**src/rtl/xcfp_pkg.sv**
```systemverilog
// shared constants, controller states and command/status structs for the frame parser
`timescale 1ns / 1ps

package xcfp_pkg;

   localparam int MAX_PAYLOAD = 32;
   localparam int PAY_AW      = $clog2(MAX_PAYLOAD);
   localparam int LEN_W       = 6;
   localparam logic [7:0] START_RESET = 8'h01;

   typedef enum logic [3:0] {
      ST_HUNT,
      ST_ID_H,
      ST_ID_L,
      ST_LEN_H,
      ST_LEN_L,
      ST_KIND_H,
      ST_KIND_L,
      ST_HCHK,
      ST_DATA,
      ST_DCHK,
      ST_EMIT_RD,
      ST_EMIT_LD
   } state_type;

   typedef struct packed {
      logic hdr_start;
      logic hdr_acc;
      logic id_hi;
      logic id_lo;
      logic len_hi;
      logic len_lo;
      logic kind_hi;
      logic kind_lo;
      logic pay_clear;
      logic pay_wr;
      logic chk_data;
      logic bad_inc;
      logic emit_clear;
      logic emit_rd;
      logic out_load;
   } cmd_type;

   typedef struct packed {
      logic is_start;
      logic len_bad;
      logic hdr_ok;
      logic fill_last;
      logic len_zero;
      logic emit_last;
      logic out_free;
   } status_type;

endpackage

```
**src/rtl/xcfp_ctrl.sv**
```systemverilog
// controller state machine: walks the frame fields and sequences result emission
`timescale 1ns / 1ps

module xcfp_ctrl (
   input  logic                clock,
   input  logic                reset,
   input  logic                req_valid,
   output logic                req_ready,
   input  xcfp_pkg::status_type sts,
   output xcfp_pkg::cmd_type    cmd
);
   import xcfp_pkg::*;

   state_type state_ff;
   state_type state_in;
   logic      beat;

   assign req_ready = (state_ff != ST_EMIT_RD) && (state_ff != ST_EMIT_LD);
   assign beat      = req_valid && req_ready;

   always_ff @(posedge clock) begin
      if (reset) begin
         state_ff <= ST_HUNT;
      end else begin
         state_ff <= state_in;
      end
   end

   always_comb begin
      state_in = state_ff;
      cmd      = '0;
      unique case (state_ff)
         ST_HUNT: begin
            if (beat && sts.is_start) begin
               cmd.hdr_start = 1'b1;
               state_in      = ST_ID_H;
            end
         end
         ST_ID_H: begin
            if (beat) begin
               cmd.hdr_acc = 1'b1;
               cmd.id_hi   = 1'b1;
               state_in    = ST_ID_L;
            end
         end
         ST_ID_L: begin
            if (beat) begin
               cmd.hdr_acc = 1'b1;
               cmd.id_lo   = 1'b1;
               state_in    = ST_LEN_H;
            end
         end
         ST_LEN_H: begin
            if (beat) begin
               cmd.hdr_acc = 1'b1;
               cmd.len_hi  = 1'b1;
               state_in    = ST_LEN_L;
            end
         end
         ST_LEN_L: begin
            if (beat) begin
               cmd.hdr_acc = 1'b1;
               // oversize length drops the header, low byte not rechecked as start
               if (sts.len_bad) begin
                  cmd.bad_inc = 1'b1;
                  state_in    = ST_HUNT;
               end else begin
                  cmd.len_lo = 1'b1;
                  state_in   = ST_KIND_H;
               end
            end
         end
         ST_KIND_H: begin
            if (beat) begin
               cmd.hdr_acc = 1'b1;
               cmd.kind_hi = 1'b1;
               state_in    = ST_KIND_L;
            end
         end
         ST_KIND_L: begin
            if (beat) begin
               cmd.hdr_acc = 1'b1;
               cmd.kind_lo = 1'b1;
               state_in    = ST_HCHK;
            end
         end
         ST_HCHK: begin
            if (beat) begin
               if (sts.hdr_ok) begin
                  cmd.pay_clear = 1'b1;
                  state_in      = sts.len_zero ? ST_DCHK : ST_DATA;
               end else begin
                  cmd.bad_inc = 1'b1;
                  // a bad checksum byte equal to the start byte opens a new header
                  if (sts.is_start) begin
                     cmd.hdr_start = 1'b1;
                     state_in      = ST_ID_H;
                  end else begin
                     state_in = ST_HUNT;
                  end
               end
            end
         end
         ST_DATA: begin
            if (beat) begin
               cmd.pay_wr = 1'b1;
               if (sts.fill_last) begin
                  state_in = ST_DCHK;
               end
            end
         end
         ST_DCHK: begin
            if (beat) begin
               cmd.chk_data   = 1'b1;
               cmd.emit_clear = 1'b1;
               state_in       = ST_EMIT_RD;
            end
         end
         ST_EMIT_RD: begin
            cmd.emit_rd = 1'b1;
            state_in    = ST_EMIT_LD;
         end
         ST_EMIT_LD: begin
            if (sts.out_free) begin
               cmd.out_load = 1'b1;
               state_in     = sts.emit_last ? ST_HUNT : ST_EMIT_RD;
            end
         end
         default: begin
            state_in = ST_HUNT;
         end
      endcase
   end

endmodule

```
**src/rtl/xcfp_dpath.sv**
```systemverilog
// datapath: header fields, checksums, payload buffer, counters and result register
`timescale 1ns / 1ps

module xcfp_dpath (
   input  logic                 clock,
   input  logic                 reset,
   input  logic                 csr_wr_en,
   input  logic [7:0]           csr_wr_data,
   input  logic [7:0]           req_rx_byte,
   input  xcfp_pkg::cmd_type    cmd,
   output xcfp_pkg::status_type sts,
   output logic                 rsp_valid,
   input  logic                 rsp_ready,
   output logic [15:0]          rsp_frame_ident,
   output logic [15:0]          rsp_frame_kind,
   output logic [5:0]           rsp_payload_length,
   output logic [7:0]           rsp_payload_byte,
   output logic [4:0]           rsp_payload_index,
   output logic                 rsp_payload_valid,
   output logic                 rsp_data_check_ok,
   output logic                 rsp_last_of_frame,
   output logic [31:0]          rsp_good_frames,
   output logic [31:0]          rsp_bad_events
);
   import xcfp_pkg::*;

   logic [7:0]        start_ff;
   logic [7:0]        hxor_ff;
   logic [15:0]       ident_ff;
   logic [15:0]       kind_ff;
   logic [LEN_W-1:0]  length_ff;
   logic              len_high_ff;
   logic [LEN_W-1:0]  fill_ff;
   logic [7:0]        pxor_ff;
   logic              ok_ff;
   logic [31:0]       good_ff;
   logic [31:0]       bad_ff;
   logic [PAY_AW-1:0] emit_ff;
   logic [7:0]        rd_data_ff;
   logic [7:0]        mem [MAX_PAYLOAD];

   logic              out_valid_ff;
   logic [15:0]       out_ident_ff;
   logic [15:0]       out_kind_ff;
   logic [LEN_W-1:0]  out_length_ff;
   logic [7:0]        out_byte_ff;
   logic [PAY_AW-1:0] out_index_ff;
   logic              out_pvalid_ff;
   logic              out_ok_ff;
   logic              out_last_ff;
   logic [31:0]       out_good_ff;
   logic [31:0]       out_bad_ff;

   logic              data_ok;
   logic              len_zero;

   assign data_ok  = (~pxor_ff) == req_rx_byte;
   assign len_zero = length_ff == '0;

   assign sts.is_start  = req_rx_byte == start_ff;
   assign sts.len_bad   = len_high_ff || (req_rx_byte > 8'(MAX_PAYLOAD));
   assign sts.hdr_ok    = (~hxor_ff) == req_rx_byte;
   assign sts.fill_last = (fill_ff + LEN_W'(1)) >= length_ff;
   assign sts.len_zero  = len_zero;
   assign sts.emit_last = len_zero || ((LEN_W'(emit_ff) + LEN_W'(1)) == length_ff);
   assign sts.out_free  = !out_valid_ff || rsp_ready;

   always_ff @(posedge clock) begin
      if (reset) begin
         start_ff <= START_RESET;
         good_ff  <= '0;
         bad_ff   <= '0;
      end else begin
         if (csr_wr_en) begin
            start_ff <= csr_wr_data;
         end
         if (cmd.chk_data && data_ok) begin
            good_ff <= good_ff + 32'd1;
         end
         if (cmd.bad_inc || (cmd.chk_data && !data_ok)) begin
            bad_ff <= bad_ff + 32'd1;
         end
      end
   end

   // header and payload bookkeeping
   always_ff @(posedge clock) begin
      if (cmd.hdr_start) begin
         hxor_ff <= req_rx_byte;
      end else if (cmd.hdr_acc) begin
         hxor_ff <= hxor_ff ^ req_rx_byte;
      end
      if (cmd.id_hi) begin
         ident_ff[15:8] <= req_rx_byte;
      end
      if (cmd.id_lo) begin
         ident_ff[7:0] <= req_rx_byte;
      end
      if (cmd.len_hi) begin
         len_high_ff <= req_rx_byte != 8'd0;
      end
      if (cmd.len_lo) begin
         length_ff <= req_rx_byte[LEN_W-1:0];
      end
      if (cmd.kind_hi) begin
         kind_ff[15:8] <= req_rx_byte;
      end
      if (cmd.kind_lo) begin
         kind_ff[7:0] <= req_rx_byte;
      end
      if (cmd.pay_clear) begin
         fill_ff <= '0;
         pxor_ff <= '0;
      end else if (cmd.pay_wr) begin
         fill_ff <= fill_ff + LEN_W'(1);
         pxor_ff <= pxor_ff ^ req_rx_byte;
      end
      if (cmd.chk_data) begin
         ok_ff <= data_ok;
      end
      if (cmd.emit_clear) begin
         emit_ff <= '0;
      end else if (cmd.out_load) begin
         emit_ff <= emit_ff + PAY_AW'(1);
      end
   end

   // payload buffer
   always_ff @(posedge clock) begin
      if (cmd.pay_wr) begin
         mem[fill_ff[PAY_AW-1:0]] <= req_rx_byte;
      end
      if (cmd.emit_rd) begin
         rd_data_ff <= mem[emit_ff];
      end
   end

   // result register
   always_ff @(posedge clock) begin
      if (reset) begin
         out_valid_ff <= 1'b0;
      end else if (cmd.out_load) begin
         out_valid_ff <= 1'b1;
      end else if (rsp_ready) begin
         out_valid_ff <= 1'b0;
      end
   end

   always_ff @(posedge clock) begin
      if (cmd.out_load) begin
         out_ident_ff  <= ident_ff;
         out_kind_ff   <= kind_ff;
         out_length_ff <= length_ff;
         out_byte_ff   <= len_zero ? 8'd0 : rd_data_ff;
         out_index_ff  <= len_zero ? '0 : emit_ff;
         out_pvalid_ff <= !len_zero;
         out_ok_ff     <= sts.emit_last && ok_ff;
         out_last_ff   <= sts.emit_last;
         out_good_ff   <= good_ff;
         out_bad_ff    <= bad_ff;
      end
   end

   assign rsp_valid          = out_valid_ff;
   assign rsp_frame_ident    = out_ident_ff;
   assign rsp_frame_kind     = out_kind_ff;
   assign rsp_payload_length = out_length_ff;
   assign rsp_payload_byte   = out_byte_ff;
   assign rsp_payload_index  = out_index_ff;
   assign rsp_payload_valid  = out_pvalid_ff;
   assign rsp_data_check_ok  = out_ok_ff;
   assign rsp_last_of_frame  = out_last_ff;
   assign rsp_good_frames    = out_good_ff;
   assign rsp_bad_events     = out_bad_ff;

endmodule

```
**src/rtl/xor_checked_frame_parser_top.sv**
```systemverilog
// top level of the byte-serial frame parser with xor header and data checksums
//
//   port group  direction  handshake          carries
//   req_        in         req_valid/ready    rx_byte, one received byte per beat
//   rsp_        out        rsp_valid/ready    one payload byte of a frame plus header,
//                                             verdict and counters per beat
//   csr_        in         csr_wr_en          start_byte, no wait, no read-back
//
// every header and payload byte, and the checksum bytes, are taken one per cycle.
// after the data checksum byte the frame goes out one result at a time, each a buffer
// read, then a load of the result register that waits while a result is held and
// rsp_ready is low; no byte is taken during that run.
// reset is synchronous; the payload buffer needs no clearing pass.
// the result register lets the next frame's bytes come in while a result waits.
`timescale 1ns / 1ps

module xor_checked_frame_parser_top (
   input  logic        clock,
   input  logic        reset,
   input  logic        csr_wr_en,
   input  logic [7:0]  csr_wr_data,
   input  logic        req_valid,
   output logic        req_ready,
   input  logic [7:0]  req_rx_byte,
   output logic        rsp_valid,
   input  logic        rsp_ready,
   output logic [15:0] rsp_frame_ident,
   output logic [15:0] rsp_frame_kind,
   output logic [5:0]  rsp_payload_length,
   output logic [7:0]  rsp_payload_byte,
   output logic [4:0]  rsp_payload_index,
   output logic        rsp_payload_valid,
   output logic        rsp_data_check_ok,
   output logic        rsp_last_of_frame,
   output logic [31:0] rsp_good_frames,
   output logic [31:0] rsp_bad_events
);
   import xcfp_pkg::*;

   cmd_type    cmd;
   status_type sts;

   xcfp_ctrl u_ctrl (
      .clock     (clock),
      .reset     (reset),
      .req_valid (req_valid),
      .req_ready (req_ready),
      .sts       (sts),
      .cmd       (cmd)
   );

   xcfp_dpath u_dpath (
      .clock              (clock),
      .reset              (reset),
      .csr_wr_en          (csr_wr_en),
      .csr_wr_data        (csr_wr_data),
      .req_rx_byte        (req_rx_byte),
      .cmd                (cmd),
      .sts                (sts),
      .rsp_valid          (rsp_valid),
      .rsp_ready          (rsp_ready),
      .rsp_frame_ident    (rsp_frame_ident),
      .rsp_frame_kind     (rsp_frame_kind),
      .rsp_payload_length (rsp_payload_length),
      .rsp_payload_byte   (rsp_payload_byte),
      .rsp_payload_index  (rsp_payload_index),
      .rsp_payload_valid  (rsp_payload_valid),
      .rsp_data_check_ok  (rsp_data_check_ok),
      .rsp_last_of_frame  (rsp_last_of_frame),
      .rsp_good_frames    (rsp_good_frames),
      .rsp_bad_events     (rsp_bad_events)
   );

endmodule

```
**config.mk**
```make
export PLATFORM = sky130hd
export DESIGN_NAME = xor_checked_frame_parser_top
export DESIGN_NICKNAME = d
export VERILOG_FILES = /design/src/rtl/xcfp_pkg.sv /design/src/rtl/xcfp_ctrl.sv /design/src/rtl/xcfp_dpath.sv /design/src/rtl/xor_checked_frame_parser_top.sv
export SDC_FILE = /design/constraint.sdc
export NUM_CORES = 1
export LEC_CHECK = 0
export BUFFER_PORTS_ARGS = -buffer_cell sky130_fd_sc_hd__buf_4
export CORE_UTILIZATION = 60
export DETAILED_ROUTE_END_ITERATION = 10
export HOLD_SLACK_MARGIN = 0.15
export MAX_ROUTING_LAYER = met4
export PLACE_DENSITY = 0.79
export SYNTH_ARGS = -nofsm -noshare
export SYNTH_HDL_FRONTEND = slang
export SYNTH_HIERARCHICAL = 1
export SYNTH_SLANG_ARGS = --single-unit
```
**constraint.sdc**
```tcl
create_clock -name clock -period 9.93 [get_ports clock]
set_input_delay 1.986 -clock clock [delete_from_list [all_inputs] [get_ports clock]]
set_output_delay 1.986 -clock clock [all_outputs]
set_load 0.01 [all_outputs]
```
Word-level counts from Yosys, hierarchy flattened. Memory sizes are Yosys's and may differ from the RTL's. A register that Yosys moved wholly into a read port is not among the register bits. Index checks and enable logic that the tools add are counted.

Add/sub/neg operators: 5. Order comparisons: 2. Equality and inequality tests: 29. Multiplexer cells: 53. Bitwise logic cells: 4. Reductions and logical operators: 20.

Operators by type and width (count): $add A32 B1 Y32 const B (2); $mux W4 (14); $pmux W4 S12 (1); $mux W1 (31); $eq A8 B8 Y1 (3); $ne A2 B1 Y1 const B (10); $eq A4 B3 Y1 const B (4); $eq A4 B4 Y1 const B (4); $mux W8 (2); $not A8 Y8 (2); $xor A8 B8 Y8 (2); $reduce_and A12 Y1 (1); $eq A4 B2 Y1 const B (2); $gt A8 B6 Y1 const B (1); $ne A4 B4 Y1 const B (2); $reduce_bool A8 Y1 (1); $add A5 B1 Y6 const B (1); $add A6 B1 Y6 const B (1); $eq A6 B6 Y1 (1); $ge A6 B6 Y1 (1); $logic_and A1 B1 Y1 (6); $logic_not A6 Y1 (1); $pmux W1 S2 (3); $add A5 B1 Y5 const B (1); 9 further kinds (16).

Flip-flop bits (word level): 262. RAM bits: 256. Input bits: 21. Output and inout bits: 120. Logic and storage cells: 140. Memories kept: 1.

Memories: u_dpath.mem (words 32, width 8, rd ports 1, clocked after Yosys merged registers in 1, write ports 1, line xcfp_dpath.sv:40) `logic [7:0] mem [MAX_PAYLOAD];`.

Depth between registers and ports, before layout.
Word-level depth: 7. Mapped depth: 13. Gate-level depth less buffers: 13.

Hierarchy. The synthesis kept the hierarchy.

Modules (own cells, without submodules): xcfp_dpath (instances 1, cells each 1187, area each 20200.6 µm², sequential area each 14754.2 µm²); xcfp_ctrl (instances 1, cells each 89, area each 580.6 µm², sequential area each 80.1 µm²).

Worst setup path after synthesis. Ideal clock, no wire load.

Path kind: input-to-reg. Start: input port rsp_ready. End: register u_dpath.emit_ff[3]. Setup time: 0.119 ns. Arrival time: 7.816 ns. Data required time: 9.811 ns. Path slack: 1.995 ns. Stages: 7. Buffers on the path: 1. Cells stage by stage: nand2b_1 -> nand2_1 -> nor2_1 -> clkbuf_1 -> nand4_1 -> xor2_1 -> nor2_1.

RTL lines: start, declared (line xor_checked_frame_parser_top.sv:26) `input logic rsp_ready,`; end signal, assigned (line xcfp_dpath.sv:124) `emit_ff <= emit_ff + PAY_AW'(1);`; end, declared (line xcfp_dpath.sv:38) `logic [PAY_AW-1:0] emit_ff;`.

==> reports/results.txt <==
Status - finished, final reports clean
CP required - 10,420 ps
Multi-input gate area in the final layout - 5550 um^2
Fraction of layout cells with a size suffix above 1 - 0.231
Final setup fails - 0
Hold Path Class - reg2reg
Hold buffers post-CTS - 0
Post-Layout Cell Count - 1,910
Total power - 4.25 mW
WHS Path Cells - 0
Average cell area after synthesis - 16.3 um^2
Die height - 188 um
Final worst-path cycle share - 0.440
IO Pins - 141
Register area share after synthesis - 0.714
Initial DRC Count - 1,072
CP max stage delay - 720 ps
Grt ovf - 0
Crit-path max FO - 24
Worst setup EP type - flop
Global-route wire length before repair - 65.1 mm
Dpl hpwl - 25.5 mm
Filler cells - 2,123
Post-route ant nets - 0
Syn. warnings - 6
Clk buf depth - 3
FF+latch area - 14,800 um^2
CP arrival - 4860 ps
Cells on worst reg2reg path - 4
CTS Sinks - 526
Post-Place Cells - 1,814
Max rail drop VDD - 0.000148 V
Largest net degree at the start of global routing - 85
Top cell type's share of synthesized area - 0.621
Int Pwr - 3.43 mW
Critical-path cell list - buf_4 > buf_4 > xor2_1 > nand4_1 > nor2_1 > o22ai_1 > and3_1 > o211ai_1 > or3_1 > a21oi_1
Area Overhead vs Synth - 14.6%
Vias - 11,487
Total detailed-routing wirelength - 42.0 mm
Pin slew with the least headroom to its limit - 1180 ps
# port buffers - 140
Top post-synthesis cells by area - edfxtp_1 (62%), dfxtp_1 (9.2%), mux4_2 (8.7%)
EDFF count, synth - 430
Type of the worst setup path - in2reg
Router iterations before antenna repair - 5
Sw power - 0.818 mW
Final Hold Fails - 0
Full die area - 35,400 um^2
Post-DR vias/cell - 6.01
Fmax - 229 MHz
Clock Skew - 12.3 ps
Top cell by count, worst path - buf_4
Combinational fraction of design power - 0.012
RePlAce Congestion - 0.925
Die W - 188 um
Top FF cell, synth - edfxtp_1
Sw Share - 0.192
Detailed-route wire length per cell - 22.0 um
CTS tree - built
Root Driver - clkbuf_16
Clock power share - 0.429
GRT Overall Usage - 0.250
Number of H-tree levels - 2
Ant diodes - 0
Postcts setup bufs - 0
FF+latch count, synth - 526
Distinct cells, synth - 56
Largest area contributor in the netlist - edfxtp_1
CTS-repair resized insts - 0
Core Region - 33,800 um^2
Leakage - 7.75 nW
Final #Nets - 1,453
Fin. max-slew vios - 0
Vias in the first global route - 11,197
CP Launch Type - primary input
Clock slew at reported path FFs - 60 ps
Total CTS buffers - 51
Unrepaired setup endpoints after global routing - no
Crit-path slowest cell - and3_1
# Max-Cap Violations - 0
Final min period - 4370 ps
Async set-or-reset flop fraction in the synthesized netlist - 0
Synth Instances - 1,276
Sequential share of power - 0.559
Core Util, Final - 0.705
Post-Syn Nets - 1,310
FP Rows - 67
Setup TNS - 0 ps
Pwr/cell area - 179 nW/um^2
Drt drc - 0
Netlist Area Pre-Place - 20,800 um^2
Initial antenna violation count - 0
Slew HR - 0.205
Clk_lat worst skew - 570 ps
Starting Density - 0.615
-- metrics by stage --
stage | hold slack [ps] | area [um^2] | setup slack [ps]
3_3_place_gp | 403 | 22200 | 5160
3_5_place_dp | 405 | 22200 | 5050
5_1_grt | 419 | 23800 | 5300
2_1_floorplan | 400 | 20800 | 2000
6_report | 415 | 23800 | 5560
4_1_cts | 416 | 23800 | 5610
-- Yosys cell counts, drive strengths merged, types with 20 or more instances --
master / number
edfxtp: 430
nor2: 116
dfxtp: 96
mux4: 80
nand2: 52
xor2: 52
xnor2: 51
clkbuf: 37
buf: 33
nor3: 31
and3: 26
a21oi: 24
nand3: 22
nand2b: 20
-- cell families after synthesis --
kind of cell               after synthesis  synth area share
muxes                                  101            0.0975
xor gates and xnor gates               103            0.0434
and+or+nand+nor                        363            0.0916
DFF                                    526             0.714
adders and majority gates               13           0.00783
AOI/OAI and AO/OA                       82            0.0261
buffers and inverters                   88            0.0198
-- flip-flops by register name, summed over array words and instances (netlist names), 4 cells and up --
signal / count
u_dpath/ident_ff: 16
u_dpath/rsp_good_frames: 32
u_dpath/pxor_ff: 8
u_dpath/rd_data_ff: 8
u_ctrl/state_ff: 4
u_dpath/rsp_bad_events: 32
u_dpath/kind_ff: 16
u_dpath/mem: 256
u_dpath/length_ff: 6
u_dpath/good_ff: 32
u_dpath/bad_ff: 32
u_dpath/start_ff: 8
u_dpath/rsp_frame_kind: 16
u_dpath/hxor_ff: 8
u_dpath/rsp_payload_byte: 8
u_dpath/rsp_frame_ident: 16
u_dpath/emit_ff: 5
u_dpath/rsp_payload_index: 5
u_dpath/fill_ff: 6
u_dpath/rsp_payload_length: 6
-- layout make-up --
type | instances | area share
clock buffer | 70 | 0.0592
sequential | 526 | 0.623
tap | 448 | 0.0235
multi-input combinational | 662 | 0.233
clock inverter | 26 | 0.00767
inverter | 18 | 0.00284
timing repair buffer | 160 | 0.0505
-- power by group through the flow --
stage          logic (mW)  registers [mW]  clock network [mW]
5_1_grt            0.0571            2.38                1.93
4_1_cts            0.0526            2.38                1.85
2_1_floorplan      0.0234            2.42                   0
3_5_place_dp       0.0523            2.42                   0
6_report           0.0524            2.38                1.82
3_3_place_gp       0.0501            2.42                   0
-- per-layer routing --
layer,part of all wire,vias to the layer above,global-route usage
li1,-,5130,-
met1,0.41,5757,0.340
met2,0.50,521,0.402
met3,0.072,79,0.0374
met4,0.021,0,0.0638
met5,0,-,-
-- critical path, delay by kind of cell --
| kind | cells | cell delay (ps) |
|---|---|---|
| and+or+nand+nor | 4 | 1390 |
| AOI/OAI and AO/OA | 3 | 750 |
| buffers and inverters | 2 | 590 |
| xor gates and xnor gates | 1 | 110 |
-- final timing paths --
kind                                   startpoint                                     to  slack (ps)
setup / recovery                   req_rx_byte[1]        u_dpath/bad_ff[31]$_SDFFE_PP0P_        5560
hold / removal     u_dpath/ident_ff[15]$_DFFE_PP_  u_dpath/rsp_frame_ident[15]$_DFFE_PP_         420
setup reg to reg  u_ctrl/state_ff[3]$_SDFFE_PP0P_           u_dpath/mem[18][3]$_DFFE_PP_        6470
hold reg to reg    u_dpath/ident_ff[15]$_DFFE_PP_  u_dpath/rsp_frame_ident[15]$_DFFE_PP_         420
-- cells in the final DEF (no fill, tap or decap), types with 18 or more instances in the layout --
| cell | synthesis | routed |
|---|---|---|
| mux4_2 | 80 | 80 |
| dfxtp_1 | 96 | 94 |
| nor2_1 | 116 | 115 |
| inv_1 | 18 | 18 |
| nand2_1 | 52 | 52 |
| clkbuf_16 | 0 | 52 |
| nand3_1 | 22 | 22 |
| buf_4 | 4 | 160 |
| and3_1 | 23 | 23 |
| xnor2_1 | 51 | 51 |
| xor2_1 | 52 | 52 |
| nor3_1 | 30 | 30 |
| nand2b_1 | 20 | 20 |
| a21oi_1 | 24 | 24 |
| and2_1 | 18 | 18 |
| edfxtp_1 | 430 | 430 |
Note: power is estimated with default switching activity, not from simulation.
